<file path="config.mk">
export PLATFORM = sky130hd
export DESIGN_NAME = lie_ctrl
export DESIGN_NICKNAME = d
export VERILOG_FILES = /design/src/sv/lie_pkg.sv /design/src/sv/lie_ctrl.sv
export SDC_FILE = /design/constraint.sdc
export NUM_CORES = 1
export LEC_CHECK = 0
export BUFFER_PORTS_ARGS = -buffer_cell sky130_fd_sc_hd__buf_2
export CAP_MARGIN = 20
export CORE_MARGIN = 3
export CORE_UTILIZATION = 57
export DETAILED_ROUTE_END_ITERATION = 10
export GPL_TIMING_DRIVEN = 0
export PLACE_DENSITY = 0.77
export SLEW_MARGIN = 15
export SYNTH_ARGS = -nofsm -noshare
export SYNTH_HDL_FRONTEND = slang
export SYNTH_SLANG_ARGS = --single-unit
</file>
<file path="constraint.sdc">
create_clock -name clk -period 5.8 [get_ports clk]
set_clock_uncertainty 0.15 [all_clocks]
set_input_delay 0 -clock clk [delete_from_list [all_inputs] [get_ports clk]]
set_output_delay 0 -clock clk [all_outputs]
set_load 0.02 [all_outputs]
</file>
<file path="src/sv/lie_pkg.sv">
package lie_pkg;

	// sizes and number formats
	localparam int MAX_POINTS = 16;
	localparam int FRAC_BITS  = 16;
	localparam int INNER_FRAC = 2 * FRAC_BITS;
	localparam int IDX_W      = $clog2(MAX_POINTS);
	localparam int CNT_W      = $clog2(MAX_POINTS + 1);
	localparam logic signed [63:0] INNER_ONE = 64'sd1 <<< INNER_FRAC;
	localparam logic signed [63:0] INNER_MAX = 64'sh7fff_ffff_ffff_ffff;
	localparam logic signed [63:0] INNER_MIN = 64'sh8000_0000_0000_0000;

	typedef enum logic [1:0] {
		CMD_LOAD  = 2'd0,
		CMD_BUILD = 2'd1,
		CMD_EVAL  = 2'd2,
		CMD_CLEAR = 2'd3
	} cmd_t;

	typedef enum logic [1:0] {
		ERR_OK  = 2'd0,
		ERR_DUP = 2'd1,
		ERR_SAT = 2'd2
	} err_t;

	// datapath operations issued by the sequencer
	typedef enum logic [4:0] {
		OP_NONE,
		OP_LOAD,
		OP_CLEAR,
		OP_BUILD_INIT,
		OP_EVAL_INIT,
		OP_LATCH_XI,
		OP_DUPCMP,
		OP_MUL,
		OP_POLY_UPD,
		OP_POLY_WR0,
		OP_T_SET,
		OP_DER_WR,
		OP_DIV,
		OP_W_SET,
		OP_QUO_TOP,
		OP_QUO_UPD,
		OP_COEF_UPD,
		OP_SUM_UPD,
		OP_PW_UPD,
		OP_EMIT_COEF,
		OP_EMIT_ERR,
		OP_EMIT_EVAL
	} op_t;

	// multiplier operand pairs
	typedef enum logic [2:0] {
		MS_NEGXI_POLY,
		MS_T_DIFF,
		MS_XI_QUO,
		MS_QUO_W,
		MS_COEF_PW,
		MS_PW_XI
	} msel_t;

	typedef enum logic [4:0] {
		ST_IDLE,
		ST_DISPATCH,
		ST_DUP_XI,
		ST_DUP_CMP,
		ST_POLY_XI,
		ST_POLY_MUL,
		ST_POLY_WAIT,
		ST_DER_XI,
		ST_DER_MUL,
		ST_DER_WAIT,
		ST_QUO_XI,
		ST_QUO_DWAIT,
		ST_QUO_TOP,
		ST_QUO_MUL,
		ST_QUO_WAIT,
		ST_COEF_MUL,
		ST_COEF_WAIT,
		ST_EMIT,
		ST_EMIT_ERR,
		ST_EV_CHK,
		ST_EV_WAIT1,
		ST_EV_MUL2,
		ST_EV_WAIT2,
		ST_EV_EMIT
	} state_t;

	typedef struct packed {
		op_t              op;
		msel_t            msel;
		logic [CNT_W-1:0] idx;
		logic             last;
		logic             in_ready;
	} dp_cmd_t;

	typedef struct packed {
		cmd_t             cmd;
		logic [CNT_W-1:0] n;
		logic [CNT_W-1:0] cv;
		logic             dup;
		logic             mul_done;
		logic             div_done;
		logic             out_free;
		logic             in_valid;
	} dp_stat_t;

	typedef struct packed {
		logic signed [63:0] val;
		logic               sat;
	} sat_res_t;

	// point format to inner format, exact
	function automatic logic signed [63:0] to_inner(input logic [31:0] raw);
		return {{(32 - FRAC_BITS){raw[31]}}, raw, {FRAC_BITS{1'b0}}};
	endfunction

	// magnitude of a signed value, full 64-bit range
	function automatic logic [63:0] mag64(input logic signed [63:0] a);
		return a[63] ? 64'(-a) : 64'(a);
	endfunction

	// clamp a wide magnitude and apply the sign
	function automatic sat_res_t apply_sign(input logic [63:0] hi, input logic [63:0] lo,
			input logic neg);
		logic [63:0] limit;
		logic [63:0] m;
		sat_res_t    r;
		limit = neg ? 64'h8000_0000_0000_0000 : 64'h7fff_ffff_ffff_ffff;
		r.sat = (hi != 64'd0) || (lo > limit);
		m     = r.sat ? limit : lo;
		r.val = neg ? $signed(64'(-m)) : $signed(m);
		return r;
	endfunction

	// saturating add
	function automatic sat_res_t sat_add(input logic signed [63:0] a,
			input logic signed [63:0] b);
		logic signed [63:0] s;
		sat_res_t           r;
		s     = a + b;
		r.sat = (a[63] == b[63]) && (s[63] != a[63]);
		r.val = r.sat ? (a[63] ? INNER_MIN : INNER_MAX) : s;
		return r;
	endfunction

endpackage

</file>
<file path="src/sv/lie_ctrl.sv">
module lie_ctrl import lie_pkg::*; (
	input  logic     clk,
	input  logic     arst_n,
	input  dp_stat_t stat,
	output dp_cmd_t  cmd
);

	state_t           state_q, state_d;
	logic [CNT_W-1:0] i_q, i_d, j_q, j_d, k_q, k_d, n_m1;

	assign n_m1 = stat.n - CNT_W'(1);

	// state and loop counters
	always_ff @(posedge clk or negedge arst_n) begin
		if (!arst_n) begin
			state_q <= ST_IDLE;
			i_q     <= '0;
			j_q     <= '0;
			k_q     <= '0;
		end else begin
			state_q <= state_d;
			i_q     <= i_d;
			j_q     <= j_d;
			k_q     <= k_d;
		end
	end

	// command dispatch and sequencing of the build and evaluate loops
	always_comb begin
		state_d      = state_q;
		i_d          = i_q;
		j_d          = j_q;
		k_d          = k_q;
		cmd.op       = OP_NONE;
		cmd.msel     = MS_NEGXI_POLY;
		cmd.idx      = '0;
		cmd.last     = 1'b0;
		cmd.in_ready = 1'b0;
		unique case (state_q)
			ST_IDLE: begin
				cmd.in_ready = 1'b1;
				if (stat.in_valid) state_d = ST_DISPATCH;
			end
			ST_DISPATCH: begin
				unique case (stat.cmd)
					CMD_LOAD: begin
						cmd.op  = OP_LOAD;
						state_d = ST_IDLE;
					end
					CMD_CLEAR: begin
						cmd.op  = OP_CLEAR;
						state_d = ST_IDLE;
					end
					CMD_EVAL: begin
						cmd.op  = OP_EVAL_INIT;
						k_d     = '0;
						state_d = ST_EV_CHK;
					end
					default: begin
						cmd.op  = OP_BUILD_INIT;
						i_d     = '0;
						state_d = (stat.n == '0) ? ST_EMIT_ERR : ST_DUP_XI;
					end
				endcase
			end
			// repeated node check
			ST_DUP_XI: begin
				if (i_q == n_m1) begin
					i_d     = '0;
					state_d = stat.dup ? ST_EMIT_ERR : ST_POLY_XI;
				end else begin
					cmd.op  = OP_LATCH_XI;
					cmd.idx = i_q;
					j_d     = i_q + CNT_W'(1);
					state_d = ST_DUP_CMP;
				end
			end
			ST_DUP_CMP: begin
				cmd.op  = OP_DUPCMP;
				cmd.idx = j_q;
				if (j_q == n_m1) begin
					i_d     = i_q + CNT_W'(1);
					state_d = ST_DUP_XI;
				end else begin
					j_d = j_q + CNT_W'(1);
				end
			end
			// node product polynomial
			ST_POLY_XI: begin
				cmd.op  = OP_LATCH_XI;
				cmd.idx = i_q;
				k_d     = i_q + CNT_W'(1);
				state_d = ST_POLY_MUL;
			end
			ST_POLY_MUL: begin
				cmd.op   = OP_MUL;
				cmd.msel = MS_NEGXI_POLY;
				cmd.idx  = k_q;
				state_d  = ST_POLY_WAIT;
			end
			ST_POLY_WAIT: begin
				if (stat.mul_done) begin
					if (k_q != '0) begin
						cmd.op  = OP_POLY_UPD;
						cmd.idx = k_q;
						k_d     = k_q - CNT_W'(1);
						state_d = ST_POLY_MUL;
					end else begin
						cmd.op = OP_POLY_WR0;
						if (i_q == n_m1) begin
							i_d     = '0;
							state_d = ST_DER_XI;
						end else begin
							i_d     = i_q + CNT_W'(1);
							state_d = ST_POLY_XI;
						end
					end
				end
			end
			// products of node differences
			ST_DER_XI: begin
				cmd.op  = OP_LATCH_XI;
				cmd.idx = i_q;
				j_d     = '0;
				state_d = ST_DER_MUL;
			end
			ST_DER_MUL: begin
				if (j_q == stat.n) begin
					cmd.op  = OP_DER_WR;
					cmd.idx = i_q;
					if (i_q == n_m1) begin
						i_d     = '0;
						state_d = ST_QUO_XI;
					end else begin
						i_d     = i_q + CNT_W'(1);
						state_d = ST_DER_XI;
					end
				end else if (j_q == i_q) begin
					j_d = j_q + CNT_W'(1);
				end else begin
					cmd.op   = OP_MUL;
					cmd.msel = MS_T_DIFF;
					cmd.idx  = j_q;
					state_d  = ST_DER_WAIT;
				end
			end
			ST_DER_WAIT: begin
				if (stat.mul_done) begin
					cmd.op  = OP_T_SET;
					j_d     = j_q + CNT_W'(1);
					state_d = ST_DER_MUL;
				end
			end
			// weight, synthetic division, accumulation
			ST_QUO_XI: begin
				cmd.op  = OP_DIV;
				cmd.idx = i_q;
				state_d = ST_QUO_DWAIT;
			end
			ST_QUO_DWAIT: begin
				if (stat.div_done) begin
					cmd.op  = OP_W_SET;
					state_d = ST_QUO_TOP;
				end
			end
			ST_QUO_TOP: begin
				cmd.op  = OP_QUO_TOP;
				cmd.idx = n_m1;
				k_d     = n_m1;
				state_d = ST_QUO_MUL;
			end
			ST_QUO_MUL: begin
				if (k_q == '0) begin
					state_d = ST_COEF_MUL;
				end else begin
					cmd.op   = OP_MUL;
					cmd.msel = MS_XI_QUO;
					cmd.idx  = k_q;
					state_d  = ST_QUO_WAIT;
				end
			end
			ST_QUO_WAIT: begin
				if (stat.mul_done) begin
					cmd.op  = OP_QUO_UPD;
					cmd.idx = k_q;
					k_d     = k_q - CNT_W'(1);
					state_d = ST_QUO_MUL;
				end
			end
			ST_COEF_MUL: begin
				cmd.op   = OP_MUL;
				cmd.msel = MS_QUO_W;
				cmd.idx  = k_q;
				state_d  = ST_COEF_WAIT;
			end
			ST_COEF_WAIT: begin
				if (stat.mul_done) begin
					cmd.op  = OP_COEF_UPD;
					cmd.idx = k_q;
					if (k_q == n_m1) begin
						k_d = '0;
						if (i_q == n_m1) begin
							state_d = ST_EMIT;
						end else begin
							i_d     = i_q + CNT_W'(1);
							state_d = ST_QUO_XI;
						end
					end else begin
						k_d     = k_q + CNT_W'(1);
						state_d = ST_COEF_MUL;
					end
				end
			end
			// coefficient beats
			ST_EMIT: begin
				if (stat.out_free) begin
					cmd.op   = OP_EMIT_COEF;
					cmd.idx  = k_q;
					cmd.last = (k_q == n_m1);
					if (k_q == n_m1) begin
						state_d = ST_IDLE;
					end else begin
						k_d = k_q + CNT_W'(1);
					end
				end
			end
			ST_EMIT_ERR: begin
				if (stat.out_free) begin
					cmd.op  = OP_EMIT_ERR;
					state_d = ST_IDLE;
				end
			end
			// power series evaluation
			ST_EV_CHK: begin
				if (k_q == stat.cv) begin
					state_d = ST_EV_EMIT;
				end else begin
					cmd.op   = OP_MUL;
					cmd.msel = MS_COEF_PW;
					cmd.idx  = k_q;
					state_d  = ST_EV_WAIT1;
				end
			end
			ST_EV_WAIT1: begin
				if (stat.mul_done) begin
					cmd.op = OP_SUM_UPD;
					if (k_q + CNT_W'(1) != stat.cv) begin
						state_d = ST_EV_MUL2;
					end else begin
						k_d     = k_q + CNT_W'(1);
						state_d = ST_EV_CHK;
					end
				end
			end
			ST_EV_MUL2: begin
				cmd.op   = OP_MUL;
				cmd.msel = MS_PW_XI;
				state_d  = ST_EV_WAIT2;
			end
			ST_EV_WAIT2: begin
				if (stat.mul_done) begin
					cmd.op  = OP_PW_UPD;
					k_d     = k_q + CNT_W'(1);
					state_d = ST_EV_CHK;
				end
			end
			ST_EV_EMIT: begin
				if (stat.out_free) begin
					cmd.op  = OP_EMIT_EVAL;
					state_d = ST_IDLE;
				end
			end
			default: state_d = ST_IDLE;
		endcase
	end

endmodule

</file>
==> flow_summary.rst, run 1 <==
.. list-table::
   :header-rows: 1

   * - Metric
     - Value
   * - Cell types with the largest area share after synthesis
     - dfrtp_1 (15%), nor2_1 (4.5%), xnor2_1 (4.5%)
   * - Adder and majority cell fraction of the synthesized area
     - 3.41%
   * - Transition time at the pin with the least slew margin
     - 1.09 ns
   * - Most used standard cells in the synthesized netlist
     - nor2_1 (40), nand2_1 (38), o21ai_0 (25), clkbuf_1 (23), inv_1 (22)
   * - Sequential share of the synthesized area
     - 15.1%
   * - Unrepaired setup endpoints after global routing
     - false
   * - Area occupied by registers
     - 500 sq um
   * - First-pass GRT wire length
     - 19.7 mm
   * - Total buffers and inverters traversed by the critical path
     - 3
   * - Count of port buffers added during placement
     - 30
   * - I/O pin cnt
     - 34
   * - Post-synth design cell area
     - 3300 sq um
   * - Tmin final
     - 3.49 ns
   * - Result of the run
     - finished, final reports clean
   * - Static leakage
     - 1.53 nW
   * - Clock buffers created by TritonCTS
     - 3
   * - Worst R2R End
     - state_q[4]
   * - Tightest Hold Check Type
     - in -> async
   * - Overflow left after global routing
     - 0
   * - Count of inserted antenna diode cells
     - 0
   * - Min Hold Slack
     - 0.0621 ns
   * - FF-to-FF setup slack
     - 2.57 ns
   * - Fraction of final layout cells with drive strength greater than 1
     - 12.5%
   * - Cell repeated most along the worst path
     - and3_1
   * - Worst setup path start
     - k_q[1]
   * - Period Utilization, post-route
     - 60.1%
   * - Total power after layout
     - 1.99 mW
   * - Syn Nets
     - 489
   * - Power density over the cells
     - 548 nW/um^2
   * - Count of final setup violators
     - 0
   * - Cell area after layout
     - 3630 sq um
   * - Vias in the first global route
     - 3,789
   * - Post-cts resize count
     - 0
   * - Synth Flop Type
     - dfrtp_1
   * - Area share of the largest cell type after synthesis
     - 15.1%
   * - Required time at the worst-slack endpoint
     - 5.65 ns
   * - Die extent in x
     - 82.1 um
   * - Max transition margin
     - 26.5%
   * - Via total after detailed routing
     - 4,166
   * - Library cells used by synthesis
     - 72
   * - # hold bufs at CTS
     - 1
   * - Combinational family with the most area after synthesis
     - compound AO/OA/AOI/OAI gates
   * - Post-CTS repair timing setup buffer count
     - 0
   * - Post-synthesis instance total
     - 461
   * - Critical path capture point type
     - output port
   * - IR drop worst, VDD
     - 319 uV
   * - Multi-input logic area
     - 2550 sq um
   * - Most repeated cell in the gate-level netlist after synthesis
     - nor2_1
   * - CP max-delay cell
     - nor4b_1
   * - Number of enable flip-flop cells after synthesis
     - 0
   * - Compound-gate portion of the synthesized area
     - 33.3%
   * - Length in cells of the worst reg-to-reg path
     - 7
   * - Simple-gate area share of the yosys netlist
     - 29.9%
   * - Dpl hpwl
     - 9.53 mm
   * - CTS root buf
     - clkbuf_8
   * - Proportion of register bits with asynchronous set or reset after synthesis
     - 100%
   * - Filler Cells Inserted
     - 519
   * - H-Tree Level Count
     - 1
   * - Final Slew Violations
     - 0
   * - Routed WL per cell
     - 22.7 um
   * - Clk_lat worst skew
     - 0.28 ns
   * - Highest clock frequency the design can meet
     - 0.287 GHz
   * - Initial antenna violation count
     - 0
   * - Maximum net fanout on the critical path
     - 7
   * - Leading area contributor after synthesis
     - dfrtp_1
   * - Final hold viol count
     - 0
   * - Ys Warns
     - 0
   * - Clock-pin slew of the registers on the worst-case setup and hold paths
     - 0.10 ns
   * - Placement-stage cell area
     - 3540 sq um
   * - XOR/XNOR Fraction of Synth Area
     - 8.48%
   * - Critical Setup Path Class
     - reg -> out
   * - Total Neg Setup Slack
     - 0 ns
   * - Placeable core region
     - 5570 sq um
   * - Average size of a mapped cell
     - 7.17 sq um
   * - Number of logic stages on the critical path including buffering
     - 10
   * - Maximum capacitance violations
     - 0
   * - Initial Utilization
     - 59.3%
   * - Routed WL
     - 12.9 mm
   * - CP peak stage delay
     - 0.90 ns
   * - Proportion of synthesized area in mux cells
     - 2.20%
   * - Vias per Instance
     - 7.33
   * - Post-layout net count
     - 525
   * - Startpoint of the worst register-to-register path
     - state_q[2]
   * - TritonCTS clock tree
     - yes
   * - Clock sinks
     - 20
   * - Deepest clock path buffer count
     - 2
   * - Die Ht
     - 82.1 um
   * - Site Rows
     - 27
   * - Nature of the critical path startpoint
     - flop
   * - Initial drt markers
     - 853
   * - Capturing instance or port of the critical path
     - cmd[12]
   * - Post-synthesis register bit count
     - 20
   * - Number of nets still failing antenna checks after routing
     - 0
   * - Total routing usage reported by global routing
     - 38.9%
   * - Cells along the critical path
     - clkbuf_1 > inv_1 > ha_1 > nor4b_1 > nor2_1 > a21oi_1 > and3_1 > and3_1 > nand3_1 > buf_2
   * - Overall die area
     - 6750 sq um
   * - # DRC
     - 0
   * - Gpl congestion
     - 1.15
   * - Area added between synthesis and finish
     - 9.73%
   * - Cell family contributing the most delay on the critical path
     - simple AND/OR/NAND/NOR gates
   * - DRT Pass-1 Iters
     - 7
   * - Maximum number of pins on one net before global-route repair
     - 21
   * - Crit path arrival time
     - 3.34 ns
through the flow:
stage	worst slack (ns)	utilization (%)	std cells
after floorplan	3.27	-	461
after global placement	2.80	63.6	563
after detailed placement	2.80	63.6	563
after CTS	2.52	65.1	568
after global routing	2.21	65.1	568
final	2.31	65.1	568
sequential cells by signal (all words and copies together), names as in the netlist:
signal   cells
i_q          5
j_q          5
k_q          5
state_q      5
cells by family (layout without fill, tap and decap cells):
group | after synthesis | in the layout
muxes | 7 | 7
xor gates and xnor gates | 32 | 32
adders and majority gates | 9 | 9
AOI/OAI and AO/OA | 147 | 147
and+or+nand+nor | 185 | 185
DFF | 20 | 20
buffers and inverters | 61 | 96
power breakdown:
part	internal [mW]	switching (mW)
clock network	0.0924	0.0588
logic	0.534	1.08
registers	0.185	0.0364
total	0.811	1.17
placed cells by master, fill, tap and decap left out, drive strengths merged, types with 7 or more instances in the layout:
cell type / n
nor3: 13
nand2: 38
a22o: 10
o21ai: 26
nand2b: 16
clkbuf: 26
or3: 7
xnor2: 17
nor2: 41
nand3: 21
a211oi: 7
inv: 22
buf: 46
o22ai: 9
dfrtp: 20
nor2b: 12
nand4: 7
ha: 9
a21oi: 20
xor2: 15
layout make-up:
cell class              count  area share [%]
plain buffers              39            4.59
clock buffers               3            1.14
clock inverters             1           0.828
inverters                  22            2.28
multi-input cells         380            70.5
flip-flops and latches     20            13.8
well taps                  72            2.48
repair buffers             31            4.42
layer usage:
metal	track usage [%]	part of all wire, %	vias to the layer above
met3	12.9	16	93
li1	-	-	1780
met5	0	0	-
met2	60.0	43	416
met4	14.0	4.4	0
met1	50.4	37	1877
worst min-delay path by stage:
stage | to | slack [ns] | startpoint
floorplan | i_q[0] | -0.45 | arst_n
global placement | k_q[2] | -0.16 | arst_n
detailed placement | k_q[2] | -0.16 | arst_n
CTS | state_q[1] | 0.07 | stat[4]
global route | k_q[0] | 0.11 | arst_n
finish | k_q[4] | 0.06 | arst_n
No activity file was read; power rests on OpenSTA's default activity.
==> run 2: changes to the inputs <==
Clock period 5.8 ns to 3.45 ns, I/O delays scaled along.
==> run 2 against run 1 <==
- flip-flop and latch count did not move
- combinational power rose by 69%
- register-to-register slack got worse by 2.3 ns
- sequential share of layout area barely moved
- highest routed layer unchanged
- critical path depth did not move
- largest power group unchanged
==> flow_summary.rst, run 2 (synthesis gave the netlist of run 1 again) <==
.. list-table::
   :header-rows: 1

   * - Metric
     - Value
   * - Transition time at the pin with the least slew margin
     - 0.779 ns
   * - Global routing met3 resource utilization
     - 12.9%
   * - Maximum capacitance violations
     - 0
   * - Highest clock frequency the design can meet
     - 0.297 GHz
   * - # DRC
     - 0
   * - Vias per Instance
     - 7.39
   * - FF-to-FF setup slack
     - 0.22 ns
   * - Overall die area
     - 6750 sq um
   * - Grt met1 use
     - 50.4%
   * - Total power after layout
     - 3.34 mW
   * - Cells along the critical path
     - clkbuf_1 > clkbuf_1 > clkbuf_1 > nand4_1 > nor2_1 > a21oi_1 > and3_1 > and3_1 > nand3_1 > buf_2
   * - Static leakage
     - 1.53 nW
   * - Routed WL per cell
     - 22.8 um
   * - Placement-stage cell area
     - 3540 sq um
   * - Count of port buffers added during placement
     - 30
   * - Die Ht
     - 82.1 um
   * - Commonest cells after routing, fill and taps aside
     - buf_2 (40), nor2_1 (40), nand2_1 (38)
   * - Vias in the first global route
     - 3,789
   * - CP max-delay cell
     - dfrtp_1
   * - Post-layout net count
     - 525
   * - Max transition margin
     - 48.0%
   * - Clock sinks
     - 20
   * - CTS root buf
     - clkbuf_8
   * - Cell area after layout
     - 3630 sq um
   * - Min Hold Slack
     - 0.0609 ns
   * - Final Slew Violations
     - 0
   * - Initial Utilization
     - 59.3%
   * - Area added between synthesis and finish
     - 9.92%
   * - Count of inserted antenna diode cells
     - 0
   * - Clock buffers created by TritonCTS
     - 3
   * - Maximum net fanout on the critical path
     - 10
   * - Gpl congestion
     - 1.15
   * - Die extent in x
     - 82.1 um
   * - Final hold viol count
     - 0
   * - Total routing usage reported by global routing
     - 38.9%
   * - Clk_lat worst skew
     - 0.28 ns
   * - Critical path capture point type
     - output port
   * - Number of nets still failing antenna checks after routing
     - 0
   * - Overflow left after global routing
     - 0
   * - First-pass GRT wire length
     - 19.7 mm
   * - H-Tree Level Count
     - 1
   * - Power density over the cells
     - 920 nW/um^2
   * - Routed WL
     - 12.9 mm
   * - Global route hottest layer
     - met2
   * - Crit path arrival time
     - 3.22 ns
   * - Count of final setup violators
     - 0
   * - Via total after detailed routing
     - 4,199
   * - Period Utilization, post-route
     - 97.5%
   * - Result of the run
     - finished, final reports clean
   * - Clock-pin slew of the registers on the worst-case setup and hold paths
     - 0.10 ns
   * - Tightest Hold Check Type
     - in -> async
   * - PnR worst setup slack
     - 0.0846 ns
   * - Required time at the worst-slack endpoint
     - 3.30 ns
   * - Deepest clock path buffer count
     - 2
   * - CP peak stage delay
     - 0.50 ns
   * - Dpl hpwl
     - 9.53 mm
   * - Total Neg Setup Slack
     - 0 ns
   * - IR drop worst, VDD
     - 541 uV
   * - Initial drt markers
     - 855
   * - Fraction of final layout cells with drive strength greater than 1
     - 12.7%
   * - TritonCTS clock tree
     - yes
   * - Cell repeated most along the worst path
     - clkbuf_1
   * - Maximum number of pins on one net before global-route repair
     - 21
   * - Global-route track usage on met2
     - 60.0%
   * - Unrepaired setup endpoints after global routing
     - false
   * - DRT Pass-1 Iters
     - 7
   * - Site Rows
     - 27
   * - Critical Setup Path Class
     - reg -> out
   * - Tmin final
     - 3.37 ns
   * - Nature of the critical path startpoint
     - flop
   * - I/O pin cnt
     - 34
   * - Placeable core region
     - 5570 sq um
   * - Initial antenna violation count
     - 0
   * - Worst setup slack after placement
     - 0.449 ns
## run 2: cell types whose count changed in the layout (fill, tap and decap cells not counted)
cell     delta
nor4b_1     -1
nor4b_2     +1
## run 2: cell type report
cell class	instances	area, sq um
plain buffers	39	166
clock buffers	3	41.3
clock inverters	1	30.0
fillers	516	1940
inverters	22	82.6
multi-input cells	380	2560
flip-flops and latches	20	500
well taps	72	90.1
repair buffers	31	160
## run 2: path summary, 6_finish.rpt
check,startpoint,to,cells past startpoint
max reg2reg,state_q[2],state_q[4],7
max,state_q[2],cmd[12],10
min,arst_n,k_q[4],2
min reg2reg,j_q[4],j_q[4],1
min in group clk,stat[10],k_q[0],3
max in group asynchronous,arst_n,state_q[0],2
## run 2: per-stage QoR
| step | std cells | utilization (%) |
|---|---|---|
| final | 568 | 65.2 |
| after global routing | 568 | 65.2 |
| after CTS | 568 | 65.1 |
| after detailed placement | 563 | 63.6 |
| after global placement | 563 | 63.6 |
| after floorplan | 461 | - |
## run 2: power by group
group	leakage [nW]	switching (mW)	internal, mW
clock	0.0357	0.0988	0.155
sequential	0.261	0.0612	0.310
combinational	1.23	1.82	0.902
## run 2: timing repair
action,4_1_cts,5_1_grt
hold buffers,1,0
endpoints found under the hold margin,20,0
endpoints found under the setup margin,0,3
setup buffers,0,0
resized for setup,0,1
## run 2: critical path: cells and delay by family (launching register included)
family | cells | cell delay (ns)
flops | 1 | 0.50
compound gates | 1 | 0.09
buf+inv | 4 | 1.40
simple gates | 5 | 0.93
## run 2: per-layer routing
layer | routed length [um] | part of all wire (%)
met2 | 5600 | 43
met4 | 572 | 4.4
met1 | 4720 | 37
met5 | 0 | 0
met3 | 2030 | 16
